[src/rtl/core/html_tag_stripper_macros.svh]
// Assertion macros shared by the tag stripper RTL.
// No dependencies; included inside module bodies.
`ifndef HTML_TAG_STRIPPER_MACROS_SVH
`define HTML_TAG_STRIPPER_MACROS_SVH

// Same-cycle implication, checked outside reset.
`define HTS_ASSERT_NOW(label, clk, rstn, ante, cons) \
    label: assert property (@(posedge clk) disable iff (!(rstn)) (ante) |-> (cons)) \
        else $error("hts assertion failed");

// Next-cycle implication, checked outside reset.
`define HTS_ASSERT_NEXT(label, clk, rstn, ante, cons) \
    label: assert property (@(posedge clk) disable iff (!(rstn)) (ante) |=> (cons)) \
        else $error("hts assertion failed");

`endif

[src/rtl/core/hts_pkg.sv]
// Shared types, parser mode codes and character constants for the tag stripper.
// No dependencies.
package hts_pkg;

    localparam logic [3:0] MODE_TEXT    = 4'd0;
    localparam logic [3:0] MODE_LT      = 4'd1;
    localparam logic [3:0] MODE_TAG     = 4'd2;
    localparam logic [3:0] MODE_SKIP    = 4'd3;
    localparam logic [3:0] MODE_SKIP_LT = 4'd4;
    localparam logic [3:0] MODE_CLOSE   = 4'd5;
    localparam logic [3:0] MODE_BANG0   = 4'd6;
    localparam logic [3:0] MODE_BANG1   = 4'd7;
    localparam logic [3:0] MODE_BANG2   = 4'd8;
    localparam logic [3:0] MODE_DECL    = 4'd9;

    localparam int unsigned NAME_MAX = 6;
    localparam logic [2:0]  NAME_LEN_MAX  = 3'd6;
    localparam logic [2:0]  NAME_TOO_LONG = 3'd7;
    localparam logic [2:0]  LEN_SCRIPT    = 3'd6;
    localparam logic [2:0]  LEN_STYLE     = 3'd5;

    localparam logic [7:0] CH_NUL   = 8'h00;
    localparam logic [7:0] CH_NL    = 8'h0A;
    localparam logic [7:0] CH_SPACE = 8'h20;
    localparam logic [7:0] CH_BANG  = 8'h21;
    localparam logic [7:0] CH_DASH  = 8'h2D;
    localparam logic [7:0] CH_SLASH = 8'h2F;
    localparam logic [7:0] CH_LT    = 8'h3C;
    localparam logic [7:0] CH_GT    = 8'h3E;
    localparam logic [7:0] CH_C     = 8'h43;
    localparam logic [7:0] CH_D     = 8'h44;
    localparam logic [7:0] CH_O     = 8'h4F;
    localparam logic [7:0] CH_TILDE = 8'h7E;

    // Name bytes, byte 0 in the lowest (rightmost) slot of each literal.
    localparam logic [5:0][7:0] WORD_SCRIPT = {8'h74, 8'h70, 8'h69, 8'h72, 8'h63, 8'h73};
    localparam logic [5:0][7:0] WORD_STYLE  = {8'h00, 8'h65, 8'h6C, 8'h79, 8'h74, 8'h73};

    typedef logic [5:0][7:0] name_t;

    typedef struct packed {
        logic [7:0] out_byte;
        logic       last_of_run;
    } result_t;

    typedef struct packed {
        logic [1:0] count;
        result_t    first;
        result_t    second;
    } emit_t;

    function automatic logic is_punct(input logic [7:0] b);
        logic r;
        r = 1'b0;
        case (b) inside
            8'h2E, 8'h2C, 8'h28, 8'h5B, 8'h7B, 8'h29, 8'h5D, 8'h7D,
            8'h3A, 8'h3B, 8'h22: r = 1'b1;
            default:             r = 1'b0;
        endcase
        return r;
    endfunction

endpackage

[src/rtl/core/html_tag_stripper.sv]
// Tag stripper: turns an HTML byte stream into its plain text.
// Ports carry one item each way with valid/ready handshakes.
//
// Input channel s_*: one source byte per item (s_in_byte).
// Result channel m_*: one text byte per item (m_out_byte); m_last_of_run
// marks the last result caused by one input byte. An input byte causes
// zero, one or two results: markup and non-printing bytes cause none, a
// text newline gives one space per run, punctuation a newline and a space.
// Path: an accepted input byte goes into the input register, then the
// parser maps it into the result queue, whose head item drives m_*.
// Throughput: one input byte per cycle while results are taken every cycle;
// a steady run of punctuation is slowed by the single-item output port,
// since each such byte causes two results.
// Stall: when m_ready is low the result queue (QUEUE_DEPTH items) fills;
// once it cannot take two more results the input register holds and
// s_ready drops; it resumes without loss as soon as there is room.
// Nothing is dropped or repeated.
// Reset (aresetn low, synchronous): parser returns to text mode, name and
// newline tracking clear, queue and input register empty.
module html_tag_stripper #(
    parameter int unsigned QUEUE_DEPTH = 4
) (
    input  logic       aclk,
    input  logic       aresetn,
    input  logic       s_valid,
    output logic       s_ready,
    input  logic [7:0] s_in_byte,
    output logic       m_valid,
    input  logic       m_ready,
    output logic [7:0] m_out_byte,
    output logic       m_last_of_run
);
    import hts_pkg::*;

    logic       in_valid_reg;
    logic [7:0] in_byte_reg;
    logic       room;
    logic       step;
    emit_t      emit;

    assign step    = in_valid_reg && room;
    assign s_ready = !in_valid_reg || room;

    always_ff @(posedge aclk) begin
        if (!aresetn) begin
            in_valid_reg <= 1'b0;
        end else if (s_valid && s_ready) begin
            in_valid_reg <= 1'b1;
        end else if (step) begin
            in_valid_reg <= 1'b0;
        end
    end

    always_ff @(posedge aclk) begin
        if (s_valid && s_ready) in_byte_reg <= s_in_byte;
    end

    hts_parser u_parser (
        .aclk    (aclk),
        .aresetn (aresetn),
        .step    (step),
        .in_byte (in_byte_reg),
        .emit    (emit)
    );

    hts_out_queue #(
        .DEPTH (QUEUE_DEPTH)
    ) u_queue (
        .aclk          (aclk),
        .aresetn       (aresetn),
        .push          (step),
        .emit          (emit),
        .room          (room),
        .m_valid       (m_valid),
        .m_ready       (m_ready),
        .m_out_byte    (m_out_byte),
        .m_last_of_run (m_last_of_run)
    );

endmodule

[src/rtl/core/hts_parser.sv]
// Parser state machine and text mapping for the tag stripper.
// Depends on hts_pkg and html_tag_stripper_macros.svh.
module hts_parser (
    input  logic           aclk,
    input  logic           aresetn,
    input  logic           step,
    input  logic [7:0]     in_byte,
    output hts_pkg::emit_t emit
);
    import hts_pkg::*;
    `include "html_tag_stripper_macros.svh"

    logic [3:0] mode_reg, mode_next;
    name_t      chars_reg, chars_next;
    logic [2:0] len_reg, len_next;
    logic       stopped_reg, stopped_next;
    logic       nl_reg, nl_next;

    name_t      app_chars;
    logic [2:0] app_len;
    logic       app_stopped;
    logic       name_match;

    // One name byte appended to the collected name.
    always_comb begin
        app_chars   = chars_reg;
        app_len     = len_reg;
        app_stopped = stopped_reg;
        if (!stopped_reg) begin
            if (in_byte == CH_NUL) begin
                app_stopped = 1'b1;
            end else if (len_reg < NAME_LEN_MAX) begin
                for (int i = 0; i < NAME_MAX; i++) begin
                    if (len_reg == 3'(i)) app_chars[i] = in_byte;
                end
                app_len = len_reg + 3'd1;
            end else begin
                app_len = NAME_TOO_LONG;
            end
        end
    end

    assign name_match = (len_reg == LEN_SCRIPT && chars_reg == WORD_SCRIPT) ||
                        (len_reg == LEN_STYLE  && chars_reg == WORD_STYLE);

    always_comb begin
        mode_next    = mode_reg;
        chars_next   = chars_reg;
        len_next     = len_reg;
        stopped_next = stopped_reg;
        nl_next      = nl_reg;
        emit         = '0;
        unique case (mode_reg)
            MODE_LT: begin
                if (in_byte == CH_BANG) begin
                    mode_next = MODE_BANG0;
                end else begin
                    chars_next    = '0;
                    chars_next[0] = in_byte;
                    len_next      = (in_byte == CH_NUL) ? 3'd0 : 3'd1;
                    stopped_next  = (in_byte == CH_NUL);
                    mode_next     = MODE_TAG;
                end
            end
            MODE_TAG: begin
                if (in_byte == CH_GT) begin
                    mode_next = name_match ? MODE_SKIP : MODE_TEXT;
                end else if (in_byte == CH_SPACE || in_byte == CH_NL) begin
                    stopped_next = 1'b1;
                end else begin
                    chars_next   = app_chars;
                    len_next     = app_len;
                    stopped_next = app_stopped;
                end
            end
            MODE_SKIP: begin
                if (in_byte == CH_LT) mode_next = MODE_SKIP_LT;
            end
            MODE_SKIP_LT: begin
                if (in_byte == CH_SLASH) begin
                    chars_next   = '0;
                    len_next     = 3'd0;
                    stopped_next = 1'b0;
                    mode_next    = MODE_CLOSE;
                end else begin
                    mode_next = MODE_SKIP;
                end
            end
            MODE_CLOSE: begin
                if (in_byte == CH_GT) begin
                    mode_next = name_match ? MODE_TEXT : MODE_SKIP;
                end else begin
                    chars_next   = app_chars;
                    len_next     = app_len;
                    stopped_next = app_stopped;
                end
            end
            MODE_BANG0: begin
                if (in_byte == CH_DASH || in_byte == CH_D) mode_next = MODE_BANG1;
            end
            MODE_BANG1: begin
                mode_next = (in_byte == CH_DASH || in_byte == CH_O) ? MODE_BANG2 : MODE_BANG0;
            end
            MODE_BANG2: begin
                if (in_byte == CH_GT)     mode_next = MODE_TEXT;
                else if (in_byte == CH_C) mode_next = MODE_DECL;
                else                      mode_next = MODE_BANG0;
            end
            MODE_DECL: begin
                if (in_byte == CH_GT) mode_next = MODE_TEXT;
            end
            default: begin
                // text mode; unreachable codes behave the same
                mode_next = MODE_TEXT;
                if (in_byte == CH_LT) begin
                    mode_next = MODE_LT;
                end else if (in_byte == CH_NL) begin
                    if (!nl_reg) begin
                        nl_next      = 1'b1;
                        emit.count   = 2'd1;
                        emit.first   = '{out_byte: CH_SPACE, last_of_run: 1'b1};
                    end
                end else begin
                    nl_next = 1'b0;
                    if (in_byte >= CH_SPACE && in_byte <= CH_TILDE) begin
                        if (is_punct(in_byte)) begin
                            emit.count  = 2'd2;
                            emit.first  = '{out_byte: CH_NL, last_of_run: 1'b0};
                            emit.second = '{out_byte: CH_SPACE, last_of_run: 1'b1};
                        end else begin
                            emit.count  = 2'd1;
                            emit.first  = '{out_byte: in_byte, last_of_run: 1'b1};
                        end
                    end
                end
            end
        endcase
    end

    always_ff @(posedge aclk) begin
        if (!aresetn) begin
            mode_reg    <= MODE_TEXT;
            chars_reg   <= '0;
            len_reg     <= 3'd0;
            stopped_reg <= 1'b0;
            nl_reg      <= 1'b0;
        end else if (step) begin
            mode_reg    <= mode_next;
            chars_reg   <= chars_next;
            len_reg     <= len_next;
            stopped_reg <= stopped_next;
            nl_reg      <= nl_next;
        end
    end

    `HTS_ASSERT_NOW(a_mode_known, aclk, aresetn, 1'b1, mode_reg <= MODE_DECL)
    `HTS_ASSERT_NOW(a_emit_only_text, aclk, aresetn, emit.count != 2'd0,
        mode_reg == MODE_TEXT)
    `HTS_ASSERT_NEXT(a_hold_when_idle, aclk, aresetn, !step,
        $stable(mode_reg) && $stable(len_reg) && $stable(nl_reg))

endmodule

[src/rtl/core/hts_out_queue.sv]
// Result queue: takes up to two result items per cycle, hands out one.
// Depends on hts_pkg and html_tag_stripper_macros.svh.
module hts_out_queue #(
    parameter int unsigned DEPTH = 4
) (
    input  logic             aclk,
    input  logic             aresetn,
    input  logic             push,
    input  hts_pkg::emit_t   emit,
    output logic             room,
    output logic             m_valid,
    input  logic             m_ready,
    output logic [7:0]       m_out_byte,
    output logic             m_last_of_run
);
    import hts_pkg::*;
    `include "html_tag_stripper_macros.svh"

    localparam int unsigned CNT_W = $clog2(DEPTH + 1);

    result_t    data_reg [DEPTH];
    result_t    data_next [DEPTH];
    logic [CNT_W-1:0] count_reg, count_next;
    logic [CNT_W-1:0] base;
    logic [CNT_W-1:0] push_n;
    logic             pop;

    assign pop     = m_valid && m_ready;
    assign m_valid = (count_reg != '0);
    assign m_out_byte    = data_reg[0].out_byte;
    assign m_last_of_run = data_reg[0].last_of_run;

    assign base   = count_reg - CNT_W'(pop);
    assign room   = (base <= CNT_W'(DEPTH - 2));
    assign push_n = push ? CNT_W'(emit.count) : '0;

    always_comb begin
        for (int i = 0; i < DEPTH; i++) begin
            if (pop && i < DEPTH - 1) data_next[i] = data_reg[i + 1];
            else                      data_next[i] = data_reg[i];
            if (push_n != '0 && base == CNT_W'(i))
                data_next[i] = emit.first;
            if (push_n == CNT_W'(2) && base + CNT_W'(1) == CNT_W'(i))
                data_next[i] = emit.second;
        end
        count_next = base + push_n;
    end

    always_ff @(posedge aclk) begin
        if (!aresetn) begin
            count_reg <= '0;
        end else begin
            count_reg <= count_next;
        end
    end

    always_ff @(posedge aclk) begin
        for (int i = 0; i < DEPTH; i++) data_reg[i] <= data_next[i];
    end

    `HTS_ASSERT_NOW(a_no_overflow, aclk, aresetn, push,
        base + push_n <= CNT_W'(DEPTH))
    `HTS_ASSERT_NEXT(a_count_track, aclk, aresetn, !pop,
        count_reg == $past(count_reg) + $past(push_n))
    `HTS_ASSERT_NOW(a_fall_on_pop, aclk, aresetn, $fell(m_valid), $past(pop))

endmodule
[config.mk]
export PLATFORM = sky130hd
export DESIGN_NAME = html_tag_stripper
export DESIGN_NICKNAME = d
export VERILOG_FILES = /design/src/rtl/core/hts_pkg.sv /design/src/rtl/core/html_tag_stripper.sv /design/src/rtl/core/hts_parser.sv /design/src/rtl/core/hts_out_queue.sv
export VERILOG_INCLUDE_DIRS = /design/src /design/src/rtl/core
export SDC_FILE = /design/constraint.sdc
export NUM_CORES = 1
export LEC_CHECK = 0
export BUFFER_PORTS_ARGS = -buffer_cell sky130_fd_sc_hd__buf_2
export CORE_AREA = 4 4 149 115
export DETAILED_ROUTE_END_ITERATION = 6
export DIE_AREA = 0 0 153 119
export SLEW_MARGIN = 25
export SYNTH_ARGS = -nofsm -noshare
export SYNTH_HDL_FRONTEND = slang
export SYNTH_SLANG_ARGS = --single-unit
[constraint.sdc]
create_clock -name aclk -period 3.8 [get_ports aclk]
set_input_delay 0.76 -clock aclk [delete_from_list [all_inputs] [get_ports aclk]]
set_output_delay 0.76 -clock aclk [all_outputs]
set_load 0.05 [all_outputs]
* Yosys cells after proc, flatten, opt, wreduce, memory -nomap -nowiden
Memory sizes are Yosys's and may differ from the RTL's. Index checks and enable logic that the tools add are counted.
Storage, ports and cells: register bits after elaboration 69, bits in writable memories 36, bits of input ports 12, output and inout port bits 11, logic and storage cells 188, memories kept 1
Memory list:
- u_queue.data_reg | depth 4, bits a word 9, read ports 4, clocked after Yosys merged registers in 0, write ports 4, line hts_out_queue.sv:21 | result_t data_reg [DEPTH];
Operators by class: $add $sub $neg 4, order comparisons 4, equal/unequal tests 55, multiplexer cells 75, bitwise gates (word level) 2, reduce and logical (&&, ||, !) cells 34
Operators by type and width (count):
- 48-bit 2-to-1 mux | 8
- 48-bit case mux with 4 select lines | 1
- 9-bit 2-to-1 mux | 12
- 8-bit by 6-bit == test with 1-bit output (second input constant) | 13
- 20-bit 2-to-1 mux | 3
- 8-bit by 7-bit == test with 1-bit output (second input constant) | 7
- 48-bit by 39-bit == test with 1-bit output (second input constant) | 1
- 48-bit by 47-bit == test with 1-bit output (second input constant) | 1
- 8-bit 2-to-1 mux | 6
- 4-bit case mux with 9 select lines | 1
- 4-bit 2-to-1 mux | 8
- 3-bit 2-to-1 mux | 10
- 11-bit 2-to-1 mux | 2
- 3-bit by 2-bit == test with 1-bit output (second input constant) | 7
- 1-bit 2-to-1 mux | 17
- 4-bit by 3-bit == test with 1-bit output (second input constant) | 4
- 1-bit logical AND | 14
- 2-bit by 1-bit != test with 1-bit output (second input constant) | 6
- 3-bit case mux with 4 select lines | 1
- 6-bit AND reduction | 2
- 11-bit OR reduction | 1
- 10-bit 2-to-1 mux | 1
- 3-bit by 1-bit == test with 1-bit output (second input constant) | 3
- 3-bit == test (second input constant) | 3
- 26 further kinds | 42

* Logic depth before layout (Yosys ltp)
depth in word-level cells 17, gate-level depth with buffers 15

* Cells and area by module
Synthesis repeated with hierarchy kept, for this count alone.
Second synthesis, totals: cells, all modules 625, area total of the unflattened synthesis 6060.8 sq um
By module, submodules not included:
- hts_parser | instances 1, cells an instance 400, area each 3482.1 sq um, seq. area each 1141.1 sq um
- hts_out_queue | instances 1, cells an instance 211, area each 2273.4 sq um, seq. area each 1141.1 sq um
- html_tag_stripper | instances 1, cells an instance 14, area each 305.3 sq um, seq. area each 260.2 sq um

* Worst setup path after synthesis
Ideal clock, no wire load.
path type register -> register, from reg u_queue.count_reg[2], to reg in_byte_reg[0], enable pin, setup time 0.332 ns, arrival 3.700 ns, required time 3.468 ns, slack -0.232 ns, cell stages (with the launch flop) 10, buffers on the path 1, path through dfxtp_1 > or3_1 > nand2_1 > inv_1 > clkbuf_1 > ha_1 > ha_1 > xor2_1 > o21ai_0 > and2_1
On the way: word-level cells in the longest chain between the ends 6
Ends and longest elaborated chain:
- start: declaration | line hts_out_queue.sv:23 | logic [CNT_W-1:0] count_reg, count_next;
- start signal: assignment | line hts_out_queue.sv:53 | count_reg <= count_next;
- 3-bit nonzero test | line hts_out_queue.sv:29 | assign m_valid = (count_reg != '0);
- via m_valid | line html_tag_stripper.sv:28 | output logic m_valid,
- 1-bit logical AND | line hts_out_queue.sv:28 | assign pop = m_valid && m_ready;
- 3-bit by 1-bit subtractor with 3-bit output | line hts_out_queue.sv:33 | assign base = count_reg - CNT_W'(pop);
- 3-bit by 2-bit less-or-equal comparator with 1-bit output | line hts_out_queue.sv:34 | assign room = (base <= CNT_W'(DEPTH - 2));
- 1-bit logical OR | line html_tag_stripper.sv:42 | assign s_ready = !in_valid_reg || room;
- via s_ready | line html_tag_stripper.sv:26 | output logic s_ready,
- 1-bit logical AND | line html_tag_stripper.sv:55 | if (s_valid && s_ready) in_byte_reg <= s_in_byte;
- end signal: assignment | line html_tag_stripper.sv:55
- end: declaration | line html_tag_stripper.sv:36 | logic [7:0] in_byte_reg;
The timed path passes the listed nets, and every way through them passes these cells. A chain may end at the register's enable or synchronous reset.

* Worst setup path after layout
from reg u_queue.count_reg[2], to reg u_parser.mode_reg[0]
On the way: word-level cells in the longest chain between the ends 6
Ends and longest elaborated chain:
- 3-bit nonzero test | line hts_out_queue.sv:29
- 1-bit logical AND | line hts_out_queue.sv:28
- 3-bit by 1-bit subtractor with 3-bit output (*) | line hts_out_queue.sv:33
- 3-bit by 2-bit less-or-equal comparator with 1-bit output (*) | line hts_out_queue.sv:34
- 1-bit logical AND (*) | line html_tag_stripper.sv:41 | assign step = in_valid_reg && room;
- 6-bit AND reduction (no source line) (*)
- end signal: assignment | line hts_parser.sv:148 | mode_reg <= mode_next;
- end: declaration | line hts_parser.sv:13 | logic [3:0] mode_reg, mode_next;
Every way passes the cells marked *; elsewhere a longest branch is shown, timed or not.

==> reports/qor.yml <==
run_status:
  status: "complete, no violations"
drt:
  vias_per_cell: 5.458
  routed_wl_um: 13310
  wire_per_inst_um: 16.02
  vias: 4536
  first_pass_iters: 4
  ant_nets: 0
  drtIter0Drc: 425
  drc: 0
setup_path:
  setup.worst_path.class: "reg -> reg"
  required_ns: 4.09
  cp-end-kind: "flip-flop"
  crit_arrival_ns: 3.60
  crit_start: "u_queue.count_reg[2]"
  slowest_stage: "a2111oi_0"
  crit_chain: "or3_1 -> nand2_1 -> inv_1 -> ha_1 -> ha_1 -> nor2_1 -> nor3b_1 -> o2111ai_1 -> a2111oi_0 -> a311o_1"
  slowest_delay_ns: 0.52
  path_delay_family: "compound AO/OA/AOI/OAI gates"
  cp_max_fo: 8
  start_kind: "flip-flop"
  rrSetupSlack_ns: 0.49
  crit_top_cell: "ha_1"
  r2r-start: "u_queue.count_reg[2]"
  critPathBufInv: 1
clock_tree:
  cts_made_buffers: 9
  cts_hold_buf: 0
  tritoncts: "done"
  cts-root-buf: "clkbuf_16"
  postCtsSetupRepairBufs: 0
  ctsResizeCount: 0
  cts_sinks: 105
  clock_latency_ns: 0.36
  clk_pin_slew_ns: 0.07
  clk_path_buf_depth: 2
  h-tree-depth: 3
pwr:
  vdd_drop_max_mv: 0.2937
  power_density_nw_per_um2: 572.2
  leakage_nw: 2.469
grt:
  grt_max_degree: 38
  grt_use_total: 0.1467
  grt_pass1_wl_um: 22110
  grt_pass1_vias: 4377
  gr-total-overflow: 0
  antenna_found_initial: 0
placement:
  portBuffers: 22
  place_congestion: 0.8621
  dp_hpwl_um: 9574
  dp.cells: 816
floorplanning:
  die_x_um: 153
  dieArea_sq_um: 18210
  start_util: 0.3457
  core.rowCount: 40
  die_y_um: 119
  io_pins: 23
  core_sq_um: 15720
synthesis:
  synth_top_area_cell: "dfxtp_1"
  synth_top_family_by_area: "simple AND/OR/NAND/NOR gates"
  synth_area_leaders: "dfxtp_1 33%, mux2i_1 10%, edfxtp_1 8.8%"
  synth_mux_area_frac: 0.1032
  synth_seq_area_share: 0.4164
  yosys_warnings: 0
  synth_fa_ha_area_frac: 0.02441
  ys_seq_elements: 105
  syn_nets: 629
  syn_area_sq_um: 5433
  postSynthAreaPerCell_sq_um: 8.950
  synth_compound_area_frac: 0.1322
  ys.flop_type: "dfxtp_1"
  yosys.area_share.simple: 0.2773
  synthDistinctLibCells: 71
  synth_commonest_cells: "110 x nand2_1, 89 x dfxtp_1, 56 x mux2i_1"
  synth-edff-count: 16
  synthXorXnorAreaFrac: 0.004836
  synthCells: 607
  synth_top_area_frac: 0.3280
  synth_most_common_cell: "nand2_1"
  async_flop_share: 0
finish:
  largest_reg_flops: 48
  num_antenna_cells: 0
  nFillCells: 1594
  final_cells: 831
  area_growth_pct: 11.29
  fin_nets: 639
  layout-drive-gt1-share: 0.1208
timing:
  slew_viol_final: 0
  fmax_mhz: 302.0
  finClkSkew_ns: 0.009775
  relSlewSlack: 0.5111
  rsz0062_at_grt: "no"
  worst_pin_slew_ns: 0.7235
  period_needed_ns: 3.312
  setup_violations: 0
  fin_crit_sh: 0.8715
  setup-tns-final_ns: 0
  hold_viol_final: 0
worst_hold_path:
  hold_class: "reg -> reg"
  hold_start: "u_queue.data_reg[0][8]"
job:
  cap_violations: 0
layer usage:
metal  wire (um)  global-route usage  up-vias
li1            -                   -     2216
met1        6521              0.2063     2162
met2        5670              0.2160      146
met3         951             0.04504       12
met4         169             0.04452        0
met5           0                   0        -
tightest hold or removal path, stage by stage, from the launching register on:
cell,delay [ns]
dfxtp_1,0.31
nand2_1,0.05
a21oi_1,0.05
logic make-up (layout without fill, tap and decap cells):
family                   count (synthesis)  count (layout)
multiplexers                            56              56
XOR/XNOR                                 3               3
AO/OA/AOI/OAI                           95              95
AND/OR/NAND/NOR                        283             283
flip-flops                             105             105
buffers and inverters                   55              69
adder cells (fa/ha/maj)                 10              10
cell type report:
class	count	area (sq um)	area share
clock buffer	11	254.0	0.04201
clock inverter	4	32.53	0.005381
inverter	16	60.06	0.009934
multi-input combinational	447	2944	0.4870
sequential	105	2262	0.3742
tap	210	262.8	0.04346
timing repair buffer	38	230.2	0.03808
cell usage in the layout (no fill, tap or decap), types with 8 or more instances in the layout:
cell type,n
a211oi_1,18
a21oi_1,21
and2_1,11
and3_1,11
buf_2,22
buf_4,16
clkbuf_16,10
dfxtp_1,89
edfxtp_1,16
ha_1,9
inv_1,15
mux2i_1,56
nand2_1,110
nand3_1,29
nand4_1,11
nor2_1,31
nor3_1,13
nor4bb_1,8
o22ai_1,9
metrics by stage:
| stage | hold slack (ns) | setup WS, ns | util | power [mW] | cell area (sq um) |
|---|---|---|---|---|---|
| 3_5_place_dp | 0.4465 | 0.4047 | 0.3665 | 2.568 | 5759 |
| 5_1_grt | 0.4746 | 0.1200 | 0.3847 | 3.663 | 6046 |
| 4_1_cts | 0.4565 | 0.5001 | 0.3847 | 3.478 | 6046 |
| 2_1_floorplan | 0.4316 | 0.06853 | - | 2.282 | 5433 |
| 6_report | 0.4546 | 0.4884 | 0.3847 | 3.459 | 6046 |
| 3_3_place_gp | 0.4408 | 0.4133 | 0.3665 | 2.536 | 5759 |
path summary, 6_finish.rpt:
kind,to,depth (start not counted)
worst max-delay path,u_parser.mode_reg[0],10
worst min-delay path,u_queue.data_reg[0][8],2
worst max register to register,u_parser.mode_reg[0],10
worst min register to register,u_queue.data_reg[0][8],2
report_power, final:
group | switching, mW | total [mW] | internal, mW
combinational | 0.756 | 1.16 | 0.406
sequential | 0.104 | 1.39 | 1.29
clock | 0.421 | 0.908 | 0.487
Power figures use the tool's default switching activity.
